==> src/rtl/core/cdq_pkg.sv <==
// shared types and constants for the circular double-ended queue
// action and status codes, widths, controller/datapath command and status structs
// no dependencies
package cdq_pkg;

	localparam int DEPTH  = 1024;
	localparam int ADDR_W = $clog2(DEPTH);
	localparam int CNT_W  = ADDR_W + 1;
	localparam int WORD_W = 32;
	localparam int ACT_W  = 4;
	localparam int ST_W   = 2;

	// action codes
	localparam logic [ACT_W-1:0] ACT_PUSH_FRONT = 4'd0;
	localparam logic [ACT_W-1:0] ACT_PUSH_BACK  = 4'd1;
	localparam logic [ACT_W-1:0] ACT_POP_FRONT  = 4'd2;
	localparam logic [ACT_W-1:0] ACT_POP_BACK   = 4'd3;
	localparam logic [ACT_W-1:0] ACT_READ_FRONT = 4'd4;
	localparam logic [ACT_W-1:0] ACT_READ_BACK  = 4'd5;
	localparam logic [ACT_W-1:0] ACT_READ_INDEX = 4'd6;
	localparam logic [ACT_W-1:0] ACT_RESIZE     = 4'd7;
	localparam logic [ACT_W-1:0] ACT_CLEAR      = 4'd8;

	// status codes
	localparam logic [ST_W-1:0] ST_OK    = 2'd0;
	localparam logic [ST_W-1:0] ST_EMPTY = 2'd1;
	localparam logic [ST_W-1:0] ST_FULL  = 2'd2;
	localparam logic [ST_W-1:0] ST_INDEX = 2'd3;

	// controller to datapath
	typedef struct packed {
		logic load_item;
		logic exec;
		logic fill;
		logic load_result;
	} cdq_cmd_t;

	// datapath to controller
	typedef struct packed {
		logic grow;
		logic fill_last;
	} cdq_sts_t;

endpackage

==> src/rtl/core/cdq_ctrl.sv <==
// controller state machine for the circular double-ended queue
// sequences accept, execute, fill and respond; drives the result valid flag
// depends on cdq_pkg
module cdq_ctrl (
	input  logic              clk,
	input  logic              arst_n,
	input  logic              item_valid,
	output logic              item_ready,
	output logic              result_valid,
	input  logic              result_ready,
	input  cdq_pkg::cdq_sts_t sts,
	output cdq_pkg::cdq_cmd_t cmd
);

	localparam logic [1:0] S_IDLE = 2'd0;
	localparam logic [1:0] S_EXEC = 2'd1;
	localparam logic [1:0] S_FILL = 2'd2;
	localparam logic [1:0] S_RESP = 2'd3;

	logic [1:0] state_q;
	logic [1:0] state_d;
	logic       res_valid_q;
	logic       slot_free;

	assign item_ready   = (state_q == S_IDLE);
	assign result_valid = res_valid_q;
	assign slot_free    = !res_valid_q || result_ready;

	// next state and commands
	always_comb begin
		state_d         = state_q;
		cmd.load_item   = 1'b0;
		cmd.exec        = 1'b0;
		cmd.fill        = 1'b0;
		cmd.load_result = 1'b0;
		case (state_q)
			S_IDLE: begin
				if (item_valid) begin
					cmd.load_item = 1'b1;
					state_d       = S_EXEC;
				end
			end
			S_EXEC: begin
				cmd.exec = 1'b1;
				state_d  = sts.grow ? S_FILL : S_RESP;
			end
			S_FILL: begin
				cmd.fill = 1'b1;
				if (sts.fill_last) begin
					state_d = S_RESP;
				end
			end
			S_RESP: begin
				if (slot_free) begin
					cmd.load_result = 1'b1;
					state_d         = S_IDLE;
				end
			end
			default: begin
				state_d = S_IDLE;
			end
		endcase
	end

	// state and result valid registers
	always_ff @(posedge clk or negedge arst_n) begin
		if (!arst_n) begin
			state_q     <= S_IDLE;
			res_valid_q <= 1'b0;
		end else begin
			state_q <= state_d;
			if (cmd.load_result) begin
				res_valid_q <= 1'b1;
			end else if (result_ready) begin
				res_valid_q <= 1'b0;
			end
		end
	end

endmodule

==> config.mk <==
export PLATFORM = sky130hd
export DESIGN_NAME = cdq_ctrl
export DESIGN_NICKNAME = d
export VERILOG_FILES = /design/src/rtl/core/cdq_pkg.sv /design/src/rtl/core/cdq_ctrl.sv
export SDC_FILE = /design/constraint.sdc
export NUM_CORES = 1
export LEC_CHECK = 0
export BUFFER_PORTS_ARGS = -buffer_cell sky130_fd_sc_hd__buf_2
export CORE_AREA = 8 8 45 47
export CTS_CLUSTER_SIZE = 16
export DETAILED_ROUTE_END_ITERATION = 8
export DIE_AREA = 0 0 53 55
export PLACE_DENSITY = 0.46
export SETUP_SLACK_MARGIN = 0.4
export SLEW_MARGIN = 20
export SYNTH_ARGS = -nofsm -noshare
export SYNTH_HDL_FRONTEND = slang
export SYNTH_SLANG_ARGS = --single-unit
export TNS_END_PERCENT = 5
==> constraint.sdc <==
create_clock -name clk -period 3.6 [get_ports clk]
set_clock_uncertainty 0.1 [all_clocks]
set_input_delay 0.54 -clock clk [delete_from_list [all_inputs] [get_ports clk]]
set_output_delay 0.54 -clock clk [all_outputs]
set_load 0.02 [all_outputs]
# == Word level (Yosys, flattened, before mapping) ==
# Cells that the tools add are included.
# op_classes
eq_ne,6
mux,13
reduce_logical,5
# ops
op,count
two-way mux 1 bit,9
case mux 2 bit (4 select lines),1
two-way mux 2 bit,3
!= test 2 bit (second input constant),3
== test 2 bit (second input constant),2
AND reduction 3 bit,1
== test 2 x 1 -> 1 bit (second input constant),1
zero test 2 bit,1
nonzero test 2 bit,1
zero test 1 bit,1
logical OR 1 bit,1
# totals
ff_bits,3
inputBits,6
output_inout_bits,6
wordCells,26

# == Logic depth before layout (Yosys ltp) ==
# Gate-level depths: netlist of the first run.
# depth
word_depth,5
mapped_depth,5
ltp_nobuf,5

# == Worst setup path after synthesis of the first run ==
# Ideal clock, no wire load.
# synth_timing
kind,flip-flop to output port
from,reg state_q[0]
to,out cmd[3] (netlist bit)
t_arrival_ps,1079
required_ps,2960
slack_ps,1881
path_stages_with_launch,4
n_path_buf,0
cell_sequence,dfrtp_1 -> inv_1 -> ha_1 -> and2_1
# synth_lines
item,line_no,text
start: declaration,cdq_ctrl.sv:20,logic [1:0] state_q;
start signal: assignment,cdq_ctrl.sv:71,state_q <= state_d;
end: declaration,cdq_ctrl.sv:12,output cdq_pkg::cdq_cmd_t cmd

==> qor.csv, run 1 <==
metric;value;unit
synth-seq-area-share;30.8;%
synth_top_area_share;30.8;%
fin_setup_tns;0;ns
syn_to_final_growth;45.6;%
synth_warnings;0;
synthSimpleGateAreaFrac;17.9;%
hold_path.class;reg2reg;
finalPower;336;µW
met3_length;105;µm
grt_pass1_wl;869;µm
synth-seq-cells;3;
initial_core_util;17.6;%
final-seq-area;75.1;µm²
numClockSinks;3;
syn_avg_cell_area;11.6;µm²
post-route-min-period;1.92;ns
synthDistinctLibCells;13;
max_cap_viol_count;0;
required;2.96;ns
drtAntennaViolNets;0;
nNetsFinal;48;
p_per_area;945;nW/µm²
antenna_found_initial;0;
coreArea;1380;µm²
h-tree-depth;1;
synth_mux_area_share;10.3;%
post_synth_fa_ha_maj_area_fraction;20.5;%
synth-xor-area-share;0;%
io_pins;12;
vdd_drop_max;331;µV
vias_per_cell;3.72;
rsz0062_at_grt;false;
rows;14;
cts_max_path_buffers;2;
cts_buffers;3;
n_antenna_cell;0;
synthesis.area;244;µm²
remaining_drc_errors;0;
drt_first_pass_iters;3;
crit_path_end_kind;primary output;
status;finished clean;
drive_gt1_share;48.6;%
synth_compound_area_share;14.4;%
die_w;53;µm
grt_start_max_net_pins;6;
clkLatencyLatePin;0.23;ns
synth_area_leaders;dfrtp_1 (31%), ha_1 (21%), o221ai_4 (11%);
dp_hpwl;436;µm
drt-met1-wl;269;µm
fillers;152;
grt.overflow.total;0;
path_clk_slew;0.04;ns
setup_viol;0;
synth_top_family_by_area;adder cells;
synthCells;21;
fmax;522;MHz
grt_usage;4.26;%
die_area;2920;µm²
slew_headroom;85.3;%
grt_pass1_vias;199;
num_vias;197;
wl_per_cell;9.94;µm
cts_root_buf;clkbuf_4;
crit_fanout;4;
drt-initial-drc-count;1;
gp_congestion;0.643;
highest_layer;met3;
io_buffers;11;
wl_met2;152;µm
fp.dieH;55;µm
cp-start-kind;flop;
total_leakage_power;0.191;nW
drv_slew;0;
timing.final.crit_share;53.2;%
synth_top_area_cell;dfrtp_1;
final_core_util;25.7;%
final_common_cell;buf_2;
worstPathArrival;1.28;ns
syn-num-nets;31;
routed_wl;527;µm
tightestPinTransition;0.220;ns
hold_viol_final;0;
worstSetupPathType;reg2out;
cts_tree;done;
multi_input_area;154;µm²
layout_common_cells;buf_2 (11), inv_1 (4), ha_1 (4), clkbuf_4 (3), dfrtp_1 (3);
## registers in the layout, summed over array words and instances (netlist names)
signal / count
state_q: 2
result_valid: 1
## cell families (layout without fill, tap and decap cells)
family,after synthesis,in the layout
buffers and inverters,4,20
and+or+nand+nor,6,6
DFF,3,3
adders and majority gates,4,4
AOI/OAI and AO/OA,2,2
muxes,2,2
## worst paths after layout
path / cells past startpoint / from / end / slack [ns]
worst max-delay path: 4 / state_q[0] / cmd[3] / 1.68
worst min-delay path: 2 / result_valid / result_valid / 0.45
worst max register to register: 5 / state_q[0] / state_q[1] / 2.05
worst min register to register: 2 / result_valid / result_valid / 0.45
max in group asynchronous: 2 / arst_n / state_q[1] / 2.74
min in group asynchronous: 2 / arst_n / result_valid / 0.55
## report_power, final
group,leakage (nW),internal (mW),switching [mW]
clock network,0.0150,0.0414,0.0158
registers,0.0356,0.0527,0.0205
logic,0.140,0.0935,0.112
total,0.191,0.188,0.148
## synth_stat cells, drive strengths merged
library cell,n
mux2,1
ha,4
and2,2
o221ai,1
dfrtp,3
nand2b,2
nand2,1
inv,4
mux2i,1
nor2b,1
a221oi,1
## stage by stage
step	cells	setup slack [ns]	cell area [µm²]	hold WS, ns
detailed placement	48	1.84	319	0.241
floorplan	21	1.88	244	0.144
global route	53	1.61	355	0.499
finish	53	1.68	355	0.450
global placement	48	1.84	319	0.238
CTS	53	1.66	355	0.462
## routing by layer
metal	vias up	track usage, %
li1	100	-
met1	83	5.63
met2	14	3.91
met3	0	4.81
met4	0	1.29
met5	-	0
## timing repair
| item | in CTS | in global routing |
|---|---|---|
| hold buffers | 1 | 0 |
| buffers inserted | 0 | 0 |
| gates resized for setup | 0 | 0 |
| hold endpoints to repair | 3 | 0 |
## area by class of cell
cell class | count | share of cell area, %
Sequential cell | 3 | 21.1
Clock buffer | 4 | 7.39
Inverter | 4 | 4.23
Timing Repair Buffer | 12 | 18.3
Multi-Input combinational cell | 14 | 43.3
Tap cell | 16 | 5.63
## worst max-delay path, cell delays in order, from the launching register on
cell and delay, ns:
dfrtp_1 0.41, inv_1 0.13, ha_1 0.22, and2_1 0.13, buf_2 0.15
(Power assumes the default switching activity.)
==> run 2: changes to the inputs <==
--- a/config.mk
+++ b/config.mk
@@ -10,7 +10,7 @@
 export CTS_CLUSTER_SIZE = 16
 export DETAILED_ROUTE_END_ITERATION = 8
 export DIE_AREA = 0 0 53 55
-export PLACE_DENSITY = 0.46
+export PLACE_DENSITY = 0.47
 export SETUP_SLACK_MARGIN = 0.4
 export SLEW_MARGIN = 20
 export SYNTH_ARGS = -nofsm -noshare
==> constraint.sdc (replaced) <==
create_clock -name clk -period 1.6 [get_ports clk]
set_clock_uncertainty 0.1 [all_clocks]
set_input_delay 0.24 -clock clk [delete_from_list [all_inputs] [get_ports clk]]
set_output_delay 0.24 -clock clk [all_outputs]
set_load 0.02 [all_outputs]
==> run 2 against run 1 <==
Effect of this change:
- worst setup slack got worse by 1.6 ns
- first-iteration DRC count unchanged
- non-clock buffer count increased by 3
- clock power increased by 140%
- largest power group unchanged
- critical path depth unchanged
- critical path type unchanged
- combinational power increased to 3.0 times the previous value
- utilization increased by 4.3 points
==> qor.csv, run 2 (synthesis gave the netlist of run 1 again) <==
metric;value;unit;change
fmax;665;MHz;
io_buffers;11;;unchanged
rows;14;;unchanged
cts_tree;done;;
finalPower;925;µW;+180%
hold_end;result_valid;;
hold_viol_final;0;;unchanged
nNetsFinal;51;;+6.3%
fin_setup_tns;0;ns;unchanged
drive_gt1_share;72.5;%;+24 points
cp-start-kind;flop;;
grt_pass1_vias;256;;+29%
max_cap_viol_count;0;;unchanged
drv_slew;0;;unchanged
initial_core_util;17.6;%;unchanged
remaining_drc_errors;0;;unchanged
place_ws;0.0979;ns;-1.74 ns
final_common_cell;buf_2;;
timing.reg2reg.setup_slack;0.16;ns;-1.89 ns
fp.dieH;55;µm;unchanged
required;1.26;ns;-1.70 ns
fillers;139;;-8.6%
reg2reg_from;state_q[0];;
slew_headroom;85.5;%;+0.16 points
grt.overflow.total;0;;unchanged
p_per_area;2230;nW/µm²;+140%
worst_slack;0.0961;ns;-1.59 ns
total_leakage_power;0.203;nW;+6.3%
cts_max_path_buffers;2;;unchanged
drt_first_pass_iters;2;;-1
crit_path_end_kind;primary output;;
grt_usage;5.96;%;+1.7 points
final_core_util;30.0;%;+4.3 points
worstPathArrival;1.16;ns;-0.12 ns
status;finished clean;;
setup_viol;0;;unchanged
drt-initial-drc-count;1;;unchanged
die_w;53;µm;unchanged
tightestPinTransition;0.218;ns;-0.00247 ns
antenna_found_initial;0;;unchanged
layout_common_cells;buf_2 (10), inv_2 (3), clkbuf_4 (3), buf_4 (3);;
fin_cells;56;;+5.7%
syn_to_final_growth;70.3;%;
rr_endpoint;state_q[1];;
drtAntennaViolNets;0;;unchanged
rsz0062_at_grt;true;;
routed_wl;695;µm;+32%
min_delay_path_depth;3;;+1
num_vias;217;;+10%
coreArea;1380;µm²;unchanged
ff2ff_path_depth;5;;unchanged
vdd_drop_max;812;µV;+150%
worstSetupPathType;reg2out;;
cts_root_buf;clkbuf_4;;
h-tree-depth;1;;unchanged
hold_path.class;in2reg;;
dp.cells;48;;unchanged
grt_start_max_net_pins;5;;-1
post-route-min-period;1.50;ns;
gp_congestion;0.643;;about the same
grt_pass1_wl;1210;µm;+39%
n_antenna_cell;0;;unchanged
clkLatencyLatePin;0.24;ns;about the same
path_clk_slew;0.04;ns;about the same
numClockSinks;3;;unchanged
wl_per_cell;12.4;µm;+25%
timing.final.crit_share;94.0;%;
largest_reg_flops;2;;unchanged
cts_buffers;3;;unchanged
io_pins;12;;unchanged
die_area;2920;µm²;unchanged
crit_fanout;4;;unchanged
regMostFlops;state_q;;
vias_per_cell;3.88;;+4.3%
hp-start;result_ready;;
-- run 2: changes by cell type in the layout (fill, tap and decap cells not counted), moves of 2 or more --
cell	change
inv_1	-3
buf_4	+3
inv_2	+3
ha_1	-3
ha_4	+2
-- run 2: critical path, cell delays in order, from the launching register on --
cell,delay [ns]
dfrtp_1,0.41
inv_2,0.12
ha_4,0.15
and2_4,0.13
buf_6,0.11
-- run 2: layout make-up --
| cell class | instances | area, µm² | share of cell area, % |
|---|---|---|---|
| multi-input combinational | 14 | 184 | 44.3 |
| tap | 16 | 20.0 | 4.82 |
| sequential | 3 | 76.3 | 18.4 |
| inverter | 4 | 15.0 | 3.61 |
| timing repair buffer | 15 | 93.8 | 22.6 |
| clock buffer | 4 | 26.3 | 6.33 |
-- run 2: report_power, final --
part | switching, mW | internal, mW | leakage [nW]
sequential | 0.0471 | 0.121 | 0.0346
clock | 0.0443 | 0.0938 | 0.0150
combinational | 0.313 | 0.306 | 0.153
-- run 2: how the worst max path moves through the flow --
stage	from	to
final	state_q[0]	cmd[3]
after global routing	state_q[0]	cmd[3]
after CTS	state_q[0]	cmd[3]
after detailed placement	state_q[1]	state_q[1]
after global placement	state_q[1]	state_q[1]
after floorplan	state_q[0]	state_q[1]
-- run 2: layer usage --
layer  track usage [%]  wire, µm  up-vias
met4              3.88         0        0
li1                  -         -      105
met5                 0         0        -
met2              7.81       292       14
met1              6.10       288       98
met3              5.35       114        0
-- run 2: metrics by stage --
step / hold WS (ns) / instance area [µm²]
2_1_floorplan: -0.156 / 269
3_3_place_gp: -0.0654 / 344
3_5_place_dp: -0.0605 / 344
4_1_cts: 0.211 / 415
5_1_grt: 0.217 / 415
6_report: 0.215 / 415
-- run 2: what timing repair did --
action                     CTS  global route
hold endpoints to repair     3             0
pin swaps                    1             0
resized for setup            6             0
hold buffers                 1             0
setup buffers                3             0
setup endpoints to repair    7             7
==> run 3: changes to the inputs <==
--- a/config.mk
+++ b/config.mk
@@ -10,7 +10,7 @@
 export CTS_CLUSTER_SIZE = 16
 export DETAILED_ROUTE_END_ITERATION = 8
 export DIE_AREA = 0 0 53 55
-export PLACE_DENSITY = 0.47
+export PLACE_DENSITY = 0.46
 export SETUP_SLACK_MARGIN = 0.4
 export SLEW_MARGIN = 20
 export SYNTH_ARGS = -nofsm -noshare
==> constraint.sdc (replaced) <==
create_clock -name clk -period 1.9 [get_ports clk]
set_clock_uncertainty 0.1 [all_clocks]
set_input_delay 0.285 -clock clk [delete_from_list [all_inputs] [get_ports clk]]
set_output_delay 0.285 -clock clk [all_outputs]
set_load 0.02 [all_outputs]
==> run 3 against run 2 <==
Effect of this change:
- non-clock buffer count decreased by 1
- sequential power decreased by 18%
- die area unchanged
- clock-buffer cell count unchanged
- critical path depth unchanged
- worst setup slack improved by 0.26 ns
- largest cell class unchanged
- first-iteration DRC count decreased by 100%
- combinational power decreased by 18%
- routed wire length decreased by 8.2%
- global-route usage decreased by 0.33 points
- utilization decreased by 0.72 points
- clock power decreased by 21%
==> qor.csv, run 3 (synthesis gave the netlist of run 1 again) <==
metric;value;unit;change
fp.dieH;55;µm;unchanged
die_area;2920;µm²;unchanged
cts_max_path_buffers;2;;unchanged
cts_root_buf;clkbuf_4;;
p_per_area;1860;nW/µm²;-17%
cts_tree;done;;
crit_chain;inv_2, ha_4, and2_4, buf_6;;
drive_gt1_share;66.7;%;-5.8 points
initial_core_util;17.6;%;unchanged
critPathTopFamily;flip-flops;;
crit_path_end_kind;primary output;;
rr_endpoint;state_q[1];;
slowest_stage;dfrtp_1;;
vias_per_cell;3.84;;-1.0%
place_ws;0.394;ns;+0.296 ns
wl_per_cell;11.6;µm;-6.5%
slowest_delay;0.39;ns;-0.02 ns
numClockSinks;3;;unchanged
hold_viol_final;0;;unchanged
grt_pass1_vias;269;;+5.1%
path_clk_slew;0.03;ns;about the same
io_buffers;11;;unchanged
hold_ws;0.264;ns;+0.0482 ns
vdd_drop_max;624;µV;-23%
remaining_drc_errors;0;;unchanged
met3_length;84;µm;-26%
drv_slew;0;;unchanged
max_cap_viol_count;0;;unchanged
cp-start-kind;flop;;
tightestPinTransition;0.223;ns;+0.00471 ns
die_w;53;µm;unchanged
hold_end;result_valid;;
critPathBufInv;2;;unchanged
h-tree-depth;1;;unchanged
final_common_cell;buf_2;;
routed_wl;638;µm;-8.2%
post-route-min-period;1.54;ns;
n_antenna_cell;0;;unchanged
fmax;650;MHz;
rsz0062_at_grt;true;;
rows;14;;unchanged
hold_path.class;in2reg;;
ff2ff_path_depth;5;;unchanged
wl_met2;226;µm;-23%
regMostFlops;state_q;;
required;1.51;ns;+0.25 ns
nNetsFinal;50;;-2.0%
total_leakage_power;0.200;nW;-1.4%
setup_viol;0;;unchanged
drt-initial-drc-count;0;;-1
worst_slack;0.361;ns;+0.265 ns
finalPower;754;µW;-19%
grt.overflow.total;0;;unchanged
path_depth;4;;unchanged
worstPathArrival;1.15;ns;about the same
antenna_found_initial;0;;unchanged
drt-met1-wl;322;µm;+12%
grt_usage;5.63;%;-0.33 points
grt_pass1_wl;1170;µm;-3.4%
io_pins;12;;unchanged
status;finished clean;;
cts_buffers;3;;unchanged
layout_common_cells;buf_2 (10), clkbuf_4 (3);;
largest_reg_flops;2;;unchanged
gp_congestion;0.712;;+11%
crit_fanout;4;;unchanged
dp_hpwl;497;µm;
min_delay_path_depth;3;;unchanged
highest_layer;met4;;
reg2reg_from;state_q[0];;
timing.reg2reg.setup_slack;0.43;ns;+0.27 ns
slew_headroom;85.2;%;-0.31 points
hp-start;result_ready;;
timing.final.crit_share;81.0;%;
syn_to_final_growth;66.2;%;
drt_first_pass_iters;1;;-1
grt_start_max_net_pins;5;;unchanged
clkLatencyLatePin;0.23;ns;about the same
fin_setup_tns;0;ns;unchanged
drtAntennaViolNets;0;;unchanged
coreArea;1380;µm²;unchanged
worstSetupPathType;reg2out;;
num_vias;211;;-2.8%
-- run 3: worst max-delay path by stage --
stage / slack [ns] / from / endpoint
4_1_cts: 0.35 / state_q[1] / cmd[0]
5_1_grt: 0.29 / state_q[0] / cmd[3]
6_report: 0.36 / state_q[0] / cmd[3]
3_3_place_gp: 0.40 / state_q[0] / state_q[1]
2_1_floorplan: 0.42 / state_q[0] / state_q[1]
3_5_place_dp: 0.39 / state_q[1] / state_q[1]
-- run 3: metal layers --
metal  up-vias  global-route usage, %
met5         -                      0
li1        107                      -
met1        88                   6.54
met2        14                   7.23
met3         2                   4.55
met4         0                   2.59
-- run 3: final cells by class --
cell class / count / area (µm²)
Clock buffer: 4 / 26.3
Fill cell: 158 / 978
Sequential cell: 3 / 76.3
Inverter: 4 / 15.0
Timing Repair Buffer: 14 / 86.3
Tap cell: 16 / 20.0
Multi-Input combinational cell: 14 / 181
-- run 3: where the power goes --
part	switching (mW)	leakage (nW)	internal [mW]
registers	0.0354	0.0346	0.102
logic	0.261	0.150	0.245
clock network	0.0305	0.0150	0.0785
total	0.327	0.200	0.426
-- run 3: worst min-delay path, cell delays in order --
cell	delay (ns)
buf_2	0.08
nand2b_4	0.13
nand2_1	0.05
-- run 3: per-stage QoR --
stage,cell area (µm²),instances,util (%)
after floorplan,269,21,-
after global placement,344,48,24.9
after detailed placement,344,48,24.9
after CTS,405,55,29.3
after global routing,405,55,29.3
final,405,55,29.3
-- run 3: what timing repair did --
item	CTS	global route
resized for setup	5	0
hold buffers	1	0
buffers inserted	2	0
pin swaps	1	0
setup endpoints to repair	5	6
hold endpoints to repair	3	0
gates cloned	0	0
